`src/hdl/assert_macros.svh`:
```
// Assertion macros shared by the tone generator RTL.
// Each macro expands to one labeled concurrent assertion on a clock and an active-low reset.
`ifndef ASSERT_MACROS_SVH
`define ASSERT_MACROS_SVH

// Property that must hold at every rising edge outside reset.
`define ASSERT_CLK(label, clk, rst_n, prop, msg) \
    label: assert property (@(posedge clk) disable iff (!rst_n) prop) \
        else $error(msg);

// Condition that must never be true outside reset.
`define ASSERT_NEVER(label, clk, rst_n, cond, msg) \
    label: assert property (@(posedge clk) disable iff (!rst_n) !(cond)) \
        else $error(msg);

`endif

```
`src/hdl/stg_pkg.sv`:
```
// Package for the stereo sine tone generator: sizes, register codes, polynomial
// coefficients and the configuration struct. No dependencies.
`timescale 1ns / 1ps

package stg_pkg;

    localparam int STG_SINE_TABLE_BITS = 10;
    localparam int STG_PHASE_BITS      = 32;
    localparam int STG_SAMPLE_BITS     = 24;

    localparam int CFG_IDX_W  = 4;
    localparam int CFG_DATA_W = 32;

    localparam logic [CFG_IDX_W-1:0] REG_PHASE_STEP = 4'd0;
    localparam logic [CFG_IDX_W-1:0] REG_GAIN       = 4'd1;
    localparam logic [CFG_IDX_W-1:0] REG_PAN        = 4'd2;
    localparam logic [CFG_IDX_W-1:0] REG_MUTED      = 4'd3;

    localparam logic [31:0]        RESET_PHASE_STEP = 32'd39370534;
    localparam logic [15:0]        RESET_GAIN       = 16'd4096;
    localparam logic signed [15:0] PAN_LIMIT        = 16'sd16384;

    // Shared multiplier operand and product widths.
    localparam int MULT_A_W = 33;
    localparam int MULT_B_W = 31;
    localparam int PROD_W   = MULT_A_W + MULT_B_W;

    // Quarter-wave sine polynomial in unsigned Q1.30; POINT_THREE_Q16 is 0.3 in Q16.
    localparam logic [30:0] Q30_ONE         = 31'd1073741824;
    localparam logic [30:0] COEF_A1         = 31'd1686629713;
    localparam logic [30:0] COEF_A3         = 31'd693598669;
    localparam logic [30:0] COEF_A5         = 31'd85569278;
    localparam logic [30:0] COEF_A7         = 31'd5026991;
    localparam logic [30:0] POINT_THREE_Q16 = 31'd19661;

    typedef struct packed {
        logic [31:0]        phase_step;
        logic [15:0]        gain;
        logic signed [15:0] pan;
        logic               muted;
    } cfg_t;

endpackage

```
`src/hdl/stg_if.sv`:
```
// Handshake channels of the tone generator: frame requests in, stereo words out.
// Depends on stg_pkg for the default sample width.
`timescale 1ns / 1ps

interface stg_tick_if;
    logic valid;
    logic ready;
    logic frame_tick;
    logic block_end;

    modport source (output valid, output frame_tick, output block_end, input ready);
    modport sink (input valid, input frame_tick, input block_end, output ready);
endinterface

interface stg_frame_if
    import stg_pkg::*;
#(
    parameter int SAMPLE_BITS = STG_SAMPLE_BITS
);
    logic                          valid;
    logic                          ready;
    logic signed [SAMPLE_BITS-1:0] left_sample;
    logic signed [SAMPLE_BITS-1:0] right_sample;
    logic                          block_end_out;

    modport source (output valid, output left_sample, output right_sample,
                    output block_end_out, input ready);
    modport sink (input valid, input left_sample, input right_sample,
                  input block_end_out, output ready);
endinterface

```
`src/hdl/stg_mult.sv`:
```
// Shared unsigned multiplier with a registered product.
// Depends on stg_pkg for operand widths.
`timescale 1ns / 1ps

module stg_mult
    import stg_pkg::*;
(
    input  logic                clk,
    input  logic                en,
    input  logic [MULT_A_W-1:0] a,
    input  logic [MULT_B_W-1:0] b,
    output logic [PROD_W-1:0]   prod_reg
);

    logic [PROD_W-1:0] prod_next;

    assign prod_next = a * b;

    // The product holds while the sequencer is not issuing an operation.
    always_ff @(posedge clk)
    begin
        if (en)
        begin
            prod_reg <= prod_next;
        end
    end

endmodule

```
`src/hdl/stg_cfg.sv`:
```
// Configuration registers of the tone generator, with pan saturation on write.
// Depends on stg_pkg for register codes, reset values and the cfg_t struct.
`timescale 1ns / 1ps

module stg_cfg
    import stg_pkg::*;
(
    input  logic                  clk,
    input  logic                  rst_n,
    input  logic                  we,
    input  logic [CFG_IDX_W-1:0]  index,
    input  logic [CFG_DATA_W-1:0] wdata,
    output cfg_t                  cfg,
    output logic                  coef_wr
);

    logic [31:0]        phase_step_reg;
    logic [15:0]        gain_reg;
    logic signed [15:0] pan_reg;
    logic               muted_reg;
    logic signed [15:0] pan_in;
    logic signed [15:0] pan_sat;

    assign pan_in = wdata[15:0];

    always_comb
    begin
        if (pan_in > PAN_LIMIT)
        begin
            pan_sat = PAN_LIMIT;
        end
        else if (pan_in < -PAN_LIMIT)
        begin
            pan_sat = -PAN_LIMIT;
        end
        else
        begin
            pan_sat = pan_in;
        end
    end

    always_ff @(posedge clk or negedge rst_n)
    begin
        if (!rst_n)
        begin
            phase_step_reg <= RESET_PHASE_STEP;
            gain_reg       <= RESET_GAIN;
            pan_reg        <= '0;
            muted_reg      <= 1'b0;
        end
        else if (we)
        begin
            case (index)
                REG_PHASE_STEP: phase_step_reg <= wdata[31:0];
                REG_GAIN:       gain_reg       <= wdata[15:0];
                REG_PAN:        pan_reg        <= pan_sat;
                REG_MUTED:      muted_reg      <= wdata[0];
                default:        ;
            endcase
        end
    end

    // Gain and pan feed the cached coefficients, so a write to either marks them stale.
    assign coef_wr = we && ((index == REG_GAIN) || (index == REG_PAN));

    assign cfg.phase_step = phase_step_reg;
    assign cfg.gain       = gain_reg;
    assign cfg.pan        = pan_reg;
    assign cfg.muted      = muted_reg;

endmodule

```
`src/hdl/sine_tone_generator_stereo_pan.sv`:
```
// Top level of the stereo sine tone generator: sequencer, phase accumulator and output word.
// Depends on stg_pkg, stg_if, stg_cfg, stg_mult and assert_macros.svh.
`timescale 1ns / 1ps

// Each accepted tick yields one stereo word. A single 33x31 multiplier does all the
// multiplications under a sequencer: the quarter-sine polynomial (ST_QS_SQ to ST_QS_CL),
// then scaling and the two pan products (ST_FM_MAG to ST_FM_R); a muted frame goes straight
// to ST_FM_R. No new tick is taken until the frame is done and the sequencer is idle. The
// gain factor and the pan gains are cached: after reset, and after every write to gain or pan,
// the block refreshes them (two polynomial runs on the same multiplier) with ready low. A
// finished word waits in the output register while the next tick is taken. Samples are
// signed Q1.(SAMPLE_BITS-1), rounded and saturated.
module sine_tone_generator_stereo_pan
    import stg_pkg::*;
#(
    parameter int SINE_TABLE_BITS = STG_SINE_TABLE_BITS,
    parameter int PHASE_BITS      = STG_PHASE_BITS,
    parameter int SAMPLE_BITS     = STG_SAMPLE_BITS
)
(
    input  logic                  clk,
    input  logic                  rst_n,
    stg_tick_if.sink              tick,
    stg_frame_if.source           frame,
    input  logic                  cfg_we,
    input  logic [CFG_IDX_W-1:0]  cfg_index,
    input  logic [CFG_DATA_W-1:0] cfg_wdata
);

`include "assert_macros.svh"

    localparam int ACC_W = (PHASE_BITS > 32) ? PHASE_BITS : 32;
    localparam int X_W   = SINE_TABLE_BITS - 2;
    localparam int U_SH  = 30 - X_W;
    localparam int SH    = 61 - SAMPLE_BITS;

    typedef enum logic [3:0] {
        ST_IDLE, ST_RC_GK, ST_RC_PAN,
        ST_QS_SQ, ST_QS_M7, ST_QS_P5, ST_QS_M5, ST_QS_P3, ST_QS_M3, ST_QS_P1,
        ST_QS_MU, ST_QS_CL,
        ST_FM_MAG, ST_FM_L, ST_FM_LR, ST_FM_R
    } state_t;

    typedef enum logic [1:0] {
        RET_SINE, RET_GR, RET_GL
    } ret_t;

    cfg_t cfg;
    logic coef_wr;

    state_t state_reg;
    ret_t   ret_reg;
    logic   dirty_reg;
    logic   mute_reg;
    logic   neg_reg;
    logic   bend_reg;

    logic [PHASE_BITS-1:0] phase_reg;
    logic [ACC_W-1:0]      phase_sum;
    logic [PHASE_BITS-1:0] phase_next;

    logic [30:0] u_reg;
    logic [30:0] u2_reg;
    logic [30:0] p_reg;
    logic [30:0] s_reg;
    logic [30:0] gk_reg;
    logic [30:0] gr_reg;
    logic [30:0] gl_reg;
    logic [32:0] mag_reg;

    logic signed [SAMPLE_BITS-1:0] left_q_reg;
    logic signed [SAMPLE_BITS-1:0] out_left_reg;
    logic signed [SAMPLE_BITS-1:0] out_right_reg;
    logic                          out_bend_reg;
    logic                          out_valid_reg;

    logic                mult_en;
    logic [MULT_A_W-1:0] mult_a;
    logic [MULT_B_W-1:0] mult_b;
    logic [PROD_W-1:0]   prod;

    logic [SINE_TABLE_BITS-1:0] k;
    logic [1:0]                 quad;
    logic [30:0]                u_raw;
    logic [30:0]                u_tick;
    logic signed [16:0]         pan_ext;
    logic signed [16:0]         pan_r_sum;
    logic signed [16:0]         pan_l_sum;
    logic [30:0]                u_pan_r;
    logic [30:0]                u_pan_l;
    logic [30:0]                coef_sel;
    logic [31:0]                p_diff;
    logic [31:0]                cl_t;
    logic [30:0]                cl_s;
    logic signed [SAMPLE_BITS-1:0] sample_val;

    logic tick_fire;
    logic slot_free;

    stg_cfg u_cfg (
        .clk     (clk),
        .rst_n   (rst_n),
        .we      (cfg_we),
        .index   (cfg_index),
        .wdata   (cfg_wdata),
        .cfg     (cfg),
        .coef_wr (coef_wr)
    );

    stg_mult u_mult (
        .clk      (clk),
        .en       (mult_en),
        .a        (mult_a),
        .b        (mult_b),
        .prod_reg (prod)
    );

    // Round half away from zero on the magnitude, saturate, then apply the sign.
    function automatic logic signed [SAMPLE_BITS-1:0] make_sample(
        input logic [PROD_W-1:0] pr,
        input logic              neg
    );
        logic [PROD_W:0] sum;
        logic [PROD_W:0] r;
        logic [PROD_W:0] lim;
        logic [PROD_W:0] v;
        sum = {1'b0, pr} + ((PROD_W + 1)'(1) << (SH - 1));
        r   = sum >> SH;
        lim = (PROD_W + 1)'(1) << (SAMPLE_BITS - 1);
        if (neg)
        begin
            v = (r > lim) ? lim : r;
            v = (PROD_W + 1)'(0) - v;
        end
        else
        begin
            v = (r > (lim - 1'b1)) ? (lim - 1'b1) : r;
        end
        make_sample = v[SAMPLE_BITS-1:0];
    endfunction

    assign phase_sum  = ACC_W'(phase_reg) + ACC_W'(cfg.phase_step);
    assign phase_next = phase_sum[PHASE_BITS-1:0];

    // Table index from the top phase bits; odd quadrants run the quarter wave backwards.
    assign k      = phase_reg[PHASE_BITS-1 -: SINE_TABLE_BITS];
    assign quad   = k[SINE_TABLE_BITS-1 -: 2];
    assign u_raw  = 31'(k[X_W-1:0]) << U_SH;
    assign u_tick = quad[0] ? (Q30_ONE - u_raw) : u_raw;

    assign pan_ext   = 17'(cfg.pan);
    assign pan_r_sum = pan_ext + 17'sd16384;
    assign pan_l_sum = 17'sd16384 - pan_ext;
    assign u_pan_r   = {pan_r_sum[15:0], 15'd0};
    assign u_pan_l   = {pan_l_sum[15:0], 15'd0};

    always_comb
    begin
        case (state_reg)
            ST_QS_P5: coef_sel = COEF_A5;
            ST_QS_P3: coef_sel = COEF_A3;
            default:  coef_sel = COEF_A1;
        endcase
    end

    assign p_diff     = {1'b0, coef_sel} - prod[61:30];
    assign cl_t       = prod[61:30];
    assign cl_s       = (cl_t > {1'b0, Q30_ONE}) ? Q30_ONE : cl_t[30:0];
    assign sample_val = make_sample(prod, neg_reg);

    assign tick_fire = tick.valid && tick.ready;
    assign slot_free = !out_valid_reg || frame.ready;

    always_comb
    begin
        mult_en = 1'b1;
        mult_a  = '0;
        mult_b  = '0;
        case (state_reg)
            ST_RC_GK:
            begin
                mult_a = MULT_A_W'(cfg.gain);
                mult_b = POINT_THREE_Q16;
            end
            ST_QS_SQ:
            begin
                mult_a = MULT_A_W'(u_reg);
                mult_b = u_reg;
            end
            ST_QS_M7:
            begin
                mult_a = MULT_A_W'(prod[60:30]);
                mult_b = COEF_A7;
            end
            ST_QS_M5, ST_QS_M3:
            begin
                mult_a = MULT_A_W'(u2_reg);
                mult_b = p_reg;
            end
            ST_QS_MU:
            begin
                mult_a = MULT_A_W'(u_reg);
                mult_b = p_reg;
            end
            ST_FM_MAG:
            begin
                mult_a = MULT_A_W'(s_reg);
                mult_b = gk_reg;
            end
            ST_FM_L:
            begin
                mult_a = prod[60:28];
                mult_b = gl_reg;
            end
            ST_FM_LR:
            begin
                mult_a = mag_reg;
                mult_b = gr_reg;
            end
            default:
            begin
                mult_en = 1'b0;
            end
        endcase
    end

    always_ff @(posedge clk or negedge rst_n)
    begin
        if (!rst_n)
        begin
            state_reg     <= ST_IDLE;
            ret_reg       <= RET_SINE;
            dirty_reg     <= 1'b1;
            out_valid_reg <= 1'b0;
            phase_reg     <= '0;
            mute_reg      <= 1'b0;
            neg_reg       <= 1'b0;
            bend_reg      <= 1'b0;
            u_reg         <= '0;
            u2_reg        <= '0;
            p_reg         <= '0;
            s_reg         <= '0;
            gk_reg        <= '0;
            gr_reg        <= '0;
            gl_reg        <= '0;
            mag_reg       <= '0;
            left_q_reg    <= '0;
            out_left_reg  <= '0;
            out_right_reg <= '0;
            out_bend_reg  <= 1'b0;
        end
        else
        begin
            if (coef_wr)
            begin
                dirty_reg <= 1'b1;
            end
            else if ((state_reg == ST_IDLE) && dirty_reg)
            begin
                dirty_reg <= 1'b0;
            end

            if ((state_reg == ST_FM_R) && slot_free)
            begin
                out_valid_reg <= 1'b1;
            end
            else if (frame.ready)
            begin
                out_valid_reg <= 1'b0;
            end

            case (state_reg)
                ST_IDLE:
                begin
                    if (dirty_reg)
                    begin
                        state_reg <= ST_RC_GK;
                    end
                    else if (tick.valid)
                    begin
                        bend_reg <= tick.block_end;
                        mute_reg <= cfg.muted;
                        neg_reg  <= quad[1];
                        u_reg    <= u_tick;
                        ret_reg  <= RET_SINE;
                        if (cfg.muted)
                        begin
                            state_reg <= ST_FM_R;
                        end
                        else
                        begin
                            phase_reg <= phase_next;
                            state_reg <= ST_QS_SQ;
                        end
                    end
                end
                ST_RC_GK:
                begin
                    state_reg <= ST_RC_PAN;
                end
                ST_RC_PAN:
                begin
                    gk_reg    <= prod[30:0];
                    u_reg     <= u_pan_r;
                    ret_reg   <= RET_GR;
                    state_reg <= ST_QS_SQ;
                end
                ST_QS_SQ: state_reg <= ST_QS_M7;
                ST_QS_M7:
                begin
                    u2_reg    <= prod[60:30];
                    state_reg <= ST_QS_P5;
                end
                ST_QS_P5:
                begin
                    p_reg     <= p_diff[30:0];
                    state_reg <= ST_QS_M5;
                end
                ST_QS_M5: state_reg <= ST_QS_P3;
                ST_QS_P3:
                begin
                    p_reg     <= p_diff[30:0];
                    state_reg <= ST_QS_M3;
                end
                ST_QS_M3: state_reg <= ST_QS_P1;
                ST_QS_P1:
                begin
                    p_reg     <= p_diff[30:0];
                    state_reg <= ST_QS_MU;
                end
                ST_QS_MU: state_reg <= ST_QS_CL;
                ST_QS_CL:
                begin
                    case (ret_reg)
                        RET_SINE:
                        begin
                            s_reg     <= cl_s;
                            state_reg <= ST_FM_MAG;
                        end
                        RET_GR:
                        begin
                            gr_reg    <= cl_s;
                            u_reg     <= u_pan_l;
                            ret_reg   <= RET_GL;
                            state_reg <= ST_QS_SQ;
                        end
                        default:
                        begin
                            gl_reg    <= cl_s;
                            state_reg <= ST_IDLE;
                        end
                    endcase
                end
                ST_FM_MAG: state_reg <= ST_FM_L;
                ST_FM_L:
                begin
                    mag_reg   <= prod[60:28];
                    state_reg <= ST_FM_LR;
                end
                ST_FM_LR:
                begin
                    left_q_reg <= sample_val;
                    state_reg  <= ST_FM_R;
                end
                ST_FM_R:
                begin
                    // The right product stays in the multiplier until the output word frees up.
                    if (slot_free)
                    begin
                        out_left_reg  <= mute_reg ? '0 : left_q_reg;
                        out_right_reg <= mute_reg ? '0 : sample_val;
                        out_bend_reg  <= bend_reg;
                        state_reg     <= ST_IDLE;
                    end
                end
                default:
                begin
                    state_reg <= ST_IDLE;
                end
            endcase
        end
    end

    assign tick.ready          = (state_reg == ST_IDLE) && !dirty_reg;
    assign frame.valid         = out_valid_reg;
    assign frame.left_sample   = out_left_reg;
    assign frame.right_sample  = out_right_reg;
    assign frame.block_end_out = out_bend_reg;

    `ASSERT_CLK(a_phase_advance, clk, rst_n, (tick_fire && !cfg.muted) |=> (phase_reg == $past(phase_next)), "phase did not advance by the step on an unmuted frame")
    `ASSERT_CLK(a_phase_hold, clk, rst_n, (tick_fire && cfg.muted) |=> $stable(phase_reg), "phase moved on a muted frame")
    `ASSERT_CLK(a_busy_after_tick, clk, rst_n, tick_fire |=> !tick.ready, "ready stayed high right after a tick was taken")
    `ASSERT_NEVER(a_pan_range, clk, rst_n, (cfg.pan > PAN_LIMIT) || (cfg.pan < -PAN_LIMIT), "pan register outside its saturated range")

endmodule

```
`src/flat_wrapper.sv`:
```
// flat-port wrapper written by rule: the top's interface ports become plain ports
module sine_tone_generator_stereo_pan_flat import stg_pkg::*;
#(
    parameter int SINE_TABLE_BITS = STG_SINE_TABLE_BITS,
    parameter int PHASE_BITS      = STG_PHASE_BITS,
    parameter int SAMPLE_BITS     = STG_SAMPLE_BITS
)
  (clk, rst_n, cfg_we, cfg_index, cfg_wdata, tick_valid, tick_frame_tick, tick_block_end, tick_ready, frame_valid, frame_left_sample, frame_right_sample, frame_block_end_out, frame_ready);
  stg_tick_if tick_i ();
  stg_frame_if #(.SAMPLE_BITS(SAMPLE_BITS)) frame_i ();
  input  logic clk;
  input  logic rst_n;
  input  logic cfg_we;
  input  logic [CFG_IDX_W-1:0] cfg_index;
  input  logic [CFG_DATA_W-1:0] cfg_wdata;
  input wire logic [$bits(tick_i.valid)-1:0] tick_valid;
  input wire logic [$bits(tick_i.frame_tick)-1:0] tick_frame_tick;
  input wire logic [$bits(tick_i.block_end)-1:0] tick_block_end;
  output wire logic [$bits(tick_i.ready)-1:0] tick_ready;
  output wire logic [$bits(frame_i.valid)-1:0] frame_valid;
  output wire logic [$bits(frame_i.left_sample)-1:0] frame_left_sample;
  output wire logic [$bits(frame_i.right_sample)-1:0] frame_right_sample;
  output wire logic [$bits(frame_i.block_end_out)-1:0] frame_block_end_out;
  input wire logic [$bits(frame_i.ready)-1:0] frame_ready;
  assign tick_i.valid = tick_valid;
  assign tick_i.frame_tick = tick_frame_tick;
  assign tick_i.block_end = tick_block_end;
  assign tick_ready = tick_i.ready;
  assign frame_valid = frame_i.valid;
  assign frame_left_sample = frame_i.left_sample;
  assign frame_right_sample = frame_i.right_sample;
  assign frame_block_end_out = frame_i.block_end_out;
  assign frame_i.ready = frame_ready;
  sine_tone_generator_stereo_pan #(.SINE_TABLE_BITS(SINE_TABLE_BITS), .PHASE_BITS(PHASE_BITS), .SAMPLE_BITS(SAMPLE_BITS)) u_core (.clk(clk), .rst_n(rst_n), .tick(tick_i), .frame(frame_i), .cfg_we(cfg_we), .cfg_index(cfg_index), .cfg_wdata(cfg_wdata));
endmodule
```
`config.mk`:
```
export PLATFORM = sky130hd
export DESIGN_NAME = sine_tone_generator_stereo_pan_flat
export DESIGN_NICKNAME = d
export VERILOG_FILES = /design/src/hdl/stg_pkg.sv /design/src/hdl/stg_if.sv /design/src/hdl/stg_mult.sv /design/src/hdl/stg_cfg.sv /design/src/hdl/sine_tone_generator_stereo_pan.sv /design/src/flat_wrapper.sv
export VERILOG_INCLUDE_DIRS = /design/src /design/src/hdl
export SDC_FILE = /design/constraint.sdc
export NUM_CORES = 2
export LEC_CHECK = 0
export ABC_AREA = 1
export BUFFER_PORTS_ARGS = -buffer_cell sky130_fd_sc_hd__buf_2
export CAP_MARGIN = 20
export CORE_MARGIN = 5
export CORE_UTILIZATION = 30
export CTS_BUF_LIST = sky130_fd_sc_hd__clkbuf_8 sky130_fd_sc_hd__clkbuf_16
export DETAILED_ROUTE_END_ITERATION = 8
export SYNTH_ARGS = -nofsm -noshare
export SYNTH_HDL_FRONTEND = slang
export SYNTH_SLANG_ARGS = --single-unit
```
`constraint.sdc`:
```
create_clock -name clk -period 17.5 [get_ports clk]
set_input_delay 1.75 -clock clk [delete_from_list [all_inputs] [get_ports clk]]
set_output_delay 1.75 -clock clk [all_outputs]
set_load 0.01 [all_outputs]
```
# --- After elaboration in Yosys (flattened, before gate mapping) ---
# Cells that the tools add are included.
# Widths: inputs -> output; s select.
totals:
  word_cells: 128
  regBits: 495
  output_inout_bits: 51
classes:
  n_reduce_logical: 32
  muxes: 31
  magnitude_cmp: 5
  n_bitwise: 3
  n_eq_ne: 24
  mul: 1
  n_addsub: 7
op_table:
  columns: ["cell", "n"]
  rows:
  - ["$pmux 33 s7", 1]
  - ["$pmux 31 s7", 1]
  - ["$mux 31", 5]
  - ["$mux 24", 5]
  - ["$pmux 31 s3", 1]
  - ["$add 64x37->65 const B", 1]
  - ["$mul 33x31->64", 1]
  - ["$pmux 4 s16", 1]
  - ["$pmux 31 s2", 1]
  - ["$add 32x32->32", 1]
  - ["$eq 4x4->1 const B", 8]
  - ["$gt 32x31->1 const B", 1]
  - ["$mux 16", 2]
  - ["$sub 31x30->31 const A", 1]
  - ["$sub 31x31->31", 1]
  - ["$gt 28x23->1 const B", 1]
  - ["$gt 28x24->1 const B", 1]
  - ["$sub 1x24->24 const A", 1]
  - ["$reduce_and 2->1", 9]
  - ["$add 16x16->16 const B", 1]
  - ["$eq 4x2->1 const B", 4]
  - ["$eq 4x3->1 const B", 4]
  - ["$gt 16x16->1 const B", 1]
  - ["$lt 16x15->1 const B", 1]
  - ["other kinds (24)", 49]

# --- Depth between registers and ports, before layout ---
logic_depth:
  ltp_word: 6
  mapped_depth: 44
  depth_no_buf: 42

# --- Hierarchy ---
# A second synthesis with hierarchy kept.
hier_totals:
  cells_unflattened: 7866
  area_unflattened_um2: 60384.2
by_module_without_submodules:
  columns: ["module", "area_each_um2", "cells_per_inst", "instances", "seq_area_each_um2"]
  rows:
  - ["stg_mult", 37322.0, 4878, 1, 1921.8]
  - ["sine_tone_generator_stereo_pan", 20146.8, 2676, 1, 8784.7]
  - ["stg_cfg", 2915.3, 312, 1, 1645.3]

# --- Least setup slack after synthesis ---
# OpenSTA, ideal clock, no wires.
synth_path:
  path_type: "register to register"
  from: "register u_core.state_reg[2]"
  to: "register u_core.u_mult.prod_reg[56] (data pin)"
  path_slack_ns: 9.128
  t_arrival_ns: 8.113
  n_path_buf: 3
  stages_incl_launch_ff: 40
  synth_period_minus_slack_ns: 8.372
  required_time_ns: 17.241
  cell_sequence: "dfrtp_1 -> inv_1 -> nor2_1 -> inv_1 -> nor2_1 -> clkbuf_1 -> buf_2 -> nand2_1 -> nand2_1 -> nor4_1 -> clkbuf_1 -> nor2_1 -> fa_1 -> fa_1 -> fa_1 -> inv_1 -> fa_1 -> inv_1 -> (+4 left out) -> fa_1 -> inv_1 -> ha_1 -> nand2_1 -> nor2_1 -> nand2_1 -> nor4_1 -> nand2_1 -> o211ai_1 -> nand3_1 -> nand2_1 -> nand2_1 -> o21ai_0 -> nand2_1 -> nand2_1 -> inv_1 -> o211ai_1 -> nand2_1"
synth_via:
  elab_chain_len: 4
  word_cells_on_any_way: 15
  classes_between: "mul (1); eq/ne (9); mux (2); reduce/logical (3)"
synth_lines:
  columns: ["item", "line_no", "rtl"]
  rows:
  - ["from (decl)", "sine_tone_generator_stereo_pan.sv:51", "state_t state_reg;"]
  - ["from (signal assigned)", "sine_tone_generator_stereo_pan.sv:231", "state_reg <= ST_IDLE;"]
  - ["from (signal assigned)", "sine_tone_generator_stereo_pan.sv:277", "state_reg <= ST_RC_GK;"]
  - ["from (signal assigned)", "sine_tone_generator_stereo_pan.sv:288", "state_reg <= ST_FM_R;"]
  - ["$eq 4x3->1 (tied with other cells)", "sine_tone_generator_stereo_pan.sv:179", "case (state_reg)"]
  - ["$reduce_or 3->1 (no line) or $reduce_or 2->1 (tied branches)", null, null]
  - ["$pmux 31 s7 or $pmux 33 s7 (tied branches)", "sine_tone_generator_stereo_pan.sv:179", null]
  - ["$mul 33x31->64 (*)", "stg_mult.sv:17", "assign prod_next = a * b;"]
  - ["via u_core.u_mult.prod_next[56]", "stg_mult.sv:15", "logic [PROD_W-1:0] prod_next;"]
  - ["to (signal assigned)", "stg_mult.sv:24", "prod_reg <= prod_next;"]
  - ["to (decl)", "stg_mult.sv:12", "output logic [PROD_W-1:0] prod_reg"]
# The timed path passes the listed nets; every way through them passes the cells marked *.
# A chain may end at the register's enable or synchronous reset.

# --- Worst setup path after layout ---
layout_path:
  from: "register u_core.state_reg[3]"
  to: "register u_core.u_mult.prod_reg[56] (data pin)"
# The elaborated chain is that of the path after synthesis.

==> out/metrics.csv <==
metric,value,unit
synth_ff_type,dfrtp_1,
grt_max_degree,88,
finalCritPeriodShare,63.4,%
clkSlewWorstSetupHoldPaths,0.06,ns
async_reset_ff_share,86.7,%
multiInputGateArea,38500,sq um
relSlewSlack,24.1,%
grt_pass1_vias,48837,
leakagePower,31.1,nW
final-setup-viol-count,0,
ioPinCount,94,
worst_hold_slack,0.446,ns
worstMarginPinSlew,1.14,ns
power.density,203,nW/um^2
final-hold-violation-count,0,
fmax,90.1,MHz
cts_setup_buffers,0,
ys_seq_elements,480,
ir_worst_vdd,0.187,mV
arrival,11.46,ns
synth-edff-count,64,
grt_pass1_wl,295000,um
vias_per_cell,4.95,
final_antenna_net_count,0,
drc,0,
wl_per_cell,20.2,um
first_pass_iters,6,
yosys-top-cells-area,"fa_1 (32%), dfrtp_1 (18%), nand2_1 (10%)",
syn-cell-area,56900,sq um
synth_fp_nets,8146,
routed_wl,190000,um
die-height,446,um
diodes,0,
fin_setup_tns,0,ns
synth_seq_area_share,21.7,%
r2r-start,u_core.state_reg[3],
drive_gt1_share,6.67,%
critPathKind,flip-flop to flip-flop,
overflow,0,
largest_reg_flops,64,
fin_nets,8139,
cp_data_required_time,17.86,ns
rows,160,
r2r_end,u_core.u_mult.prod_reg[56],
vias,46735,
globalplace.congestion,0.941,
rsz0062_at_grt,no,
cts.sink_count,480,
synth_top_area_share,31.5,%
cts_tree,built,
tritoncts.num_buffers,52,
maxSlewViolCount,0,
synth_cells,6890,
antenna_found_initial,6,
ys_warn_count,0,
max-cap-violations,0,
status,finished clean,
crit_path_start_kind,flip-flop,
yosysMostFrequentCell,nand2_1,
start_util,30.1,%
yosys-top-cells-count,"nand2_1 (1586), inv_1 (1361), fa_1 (897)",
post-route-min-period,11.10,ns
io_buffers,92,
final.fill_count,19905,
grt.total_usage,19.1,%
worstHoldEndpoint,u_core.gk_reg[3],
synth_area_leader_cell,fa_1,
synth_area_per_cell,8.26,sq um
root_buffer,clkbuf_16,
hp-start,u_core.u_mult.prod_reg[3],
cpPeakStageDelay,0.87,ns
hold_path.class,flip-flop to flip-flop,
ff2ff_path_depth,36,
reg2reg_slack,6.40,ns
hold_buffers,0,
dieArea,199000,sq um
cpMaxStageDelayCell,clkinv_1,
cts_max_level,2,
clock_latency,0.62,ns
cp-end-kind,flip-flop,
area_delta_synth_final,9.65,%
fp.coreArea,189000,sq um
die_x,446,um
synth_cell_type_count,65,
path_common_cell,nand2_1,
clock_skew,0.0188,ns
regArea,12400,sq um
cp_max_fo,33,
clockBufferDepth,3,
hold_depth,2,
hpwl,148000,um
ctsResizeCount,0,
drt_iter0_drc,3940,
critical path, delay by kind of cell (launching register included):
kind | cells | cell delay (ns)
AOI/OAI and AO/OA | 4 | 0.91
adders and majority gates | 9 | 4.38
buffers and inverters | 8 | 2.55
DFF | 1 | 0.45
and+or+nand+nor | 15 | 2.44
placed cells by master (no fill, tap or decap), drive strengths merged, types with 12 or more instances in the layout:
cell type     n
dfstp        16
a31oi        34
mux2         16
a22o         29
clkbuf       61
inv        1402
nor2        686
dfrtp       400
nand2      1601
o211ai       15
nor3         31
nor4         46
edfxtp       64
o21bai       17
o21ai       449
o22ai        25
xnor2        45
a21boi       12
fa          897
buf         216
nand3       149
a21oi       161
xor2         69
ha          316
nand4        25
clkinv       29
a221oi       24
layer usage:
layer  wire [um]  part of all wire [%]  track usage [%]
met3       15100                   7.9             3.01
met2       85900                    45             30.7
met5           0                     0            0.171
met1       81800                    43             26.4
met4        7450                   3.9             6.38
cells by family (layout without fill, tap and decap cells):
family	after synthesis	in the layout	share of synthesized area [%]
AND/OR/NAND/NOR	2558	2558	18.1
multiplexers	16	16	0.316
buffers and inverters	1678	1713	11.3
XOR/XNOR	114	114	1.75
adder cells (fa/ha/maj)	1213	1213	38.5
flip-flops	480	480	21.7
AO/OA/AOI/OAI	831	831	8.39
per-stage QoR:
step	total power [W]	util, %	area, sq um	setup WS [ns]	instances
6_report	0.0127	33.0	62400	6.40	9436
3_3_place_gp	0.0114	32.0	60600	6.56	9337
5_1_grt	0.0137	33.0	62400	5.81	9436
3_5_place_dp	0.0115	32.0	60700	6.51	9339
4_1_cts	0.0127	33.0	62400	6.47	9435
2_1_floorplan	0.00790	-	56900	9.13	6890
worst max-delay path by stage:
stage / from / to / depth (start not counted)
6_report: u_core.state_reg[3] / u_core.u_mult.prod_reg[56] / 36
5_1_grt: u_core.state_reg[3] / u_core.u_mult.prod_reg[56] / 37
4_1_cts: u_core.state_reg[3] / u_core.u_mult.prod_reg[56] / 36
3_5_place_dp: u_core.state_reg[3] / u_core.u_mult.prod_reg[56] / 36
3_3_place_gp: u_core.state_reg[3] / u_core.u_mult.prod_reg[54] / 31
2_1_floorplan: u_core.state_reg[2] / u_core.u_mult.prod_reg[56] / 39
report_power, final:
part           total, W  switching, W  internal, W
Combinational   0.00939       0.00639      0.00300
Clock           0.00113      0.000479     0.000655
Sequential      0.00217      0.000379      0.00179
Total            0.0127       0.00724      0.00544
final cells by class:
| class | count | area share (%) |
|---|---|---|
| multi-input combinational | 4732 | 61.6 |
| sequential | 480 | 19.8 |
| inverter | 1401 | 8.42 |
| tap | 2511 | 5.03 |
| timing repair buffer | 216 | 2.33 |
| clock buffer | 61 | 2.28 |
| clock inverter | 35 | 0.521 |
Note: power is estimated with default switching activity, not from simulation.
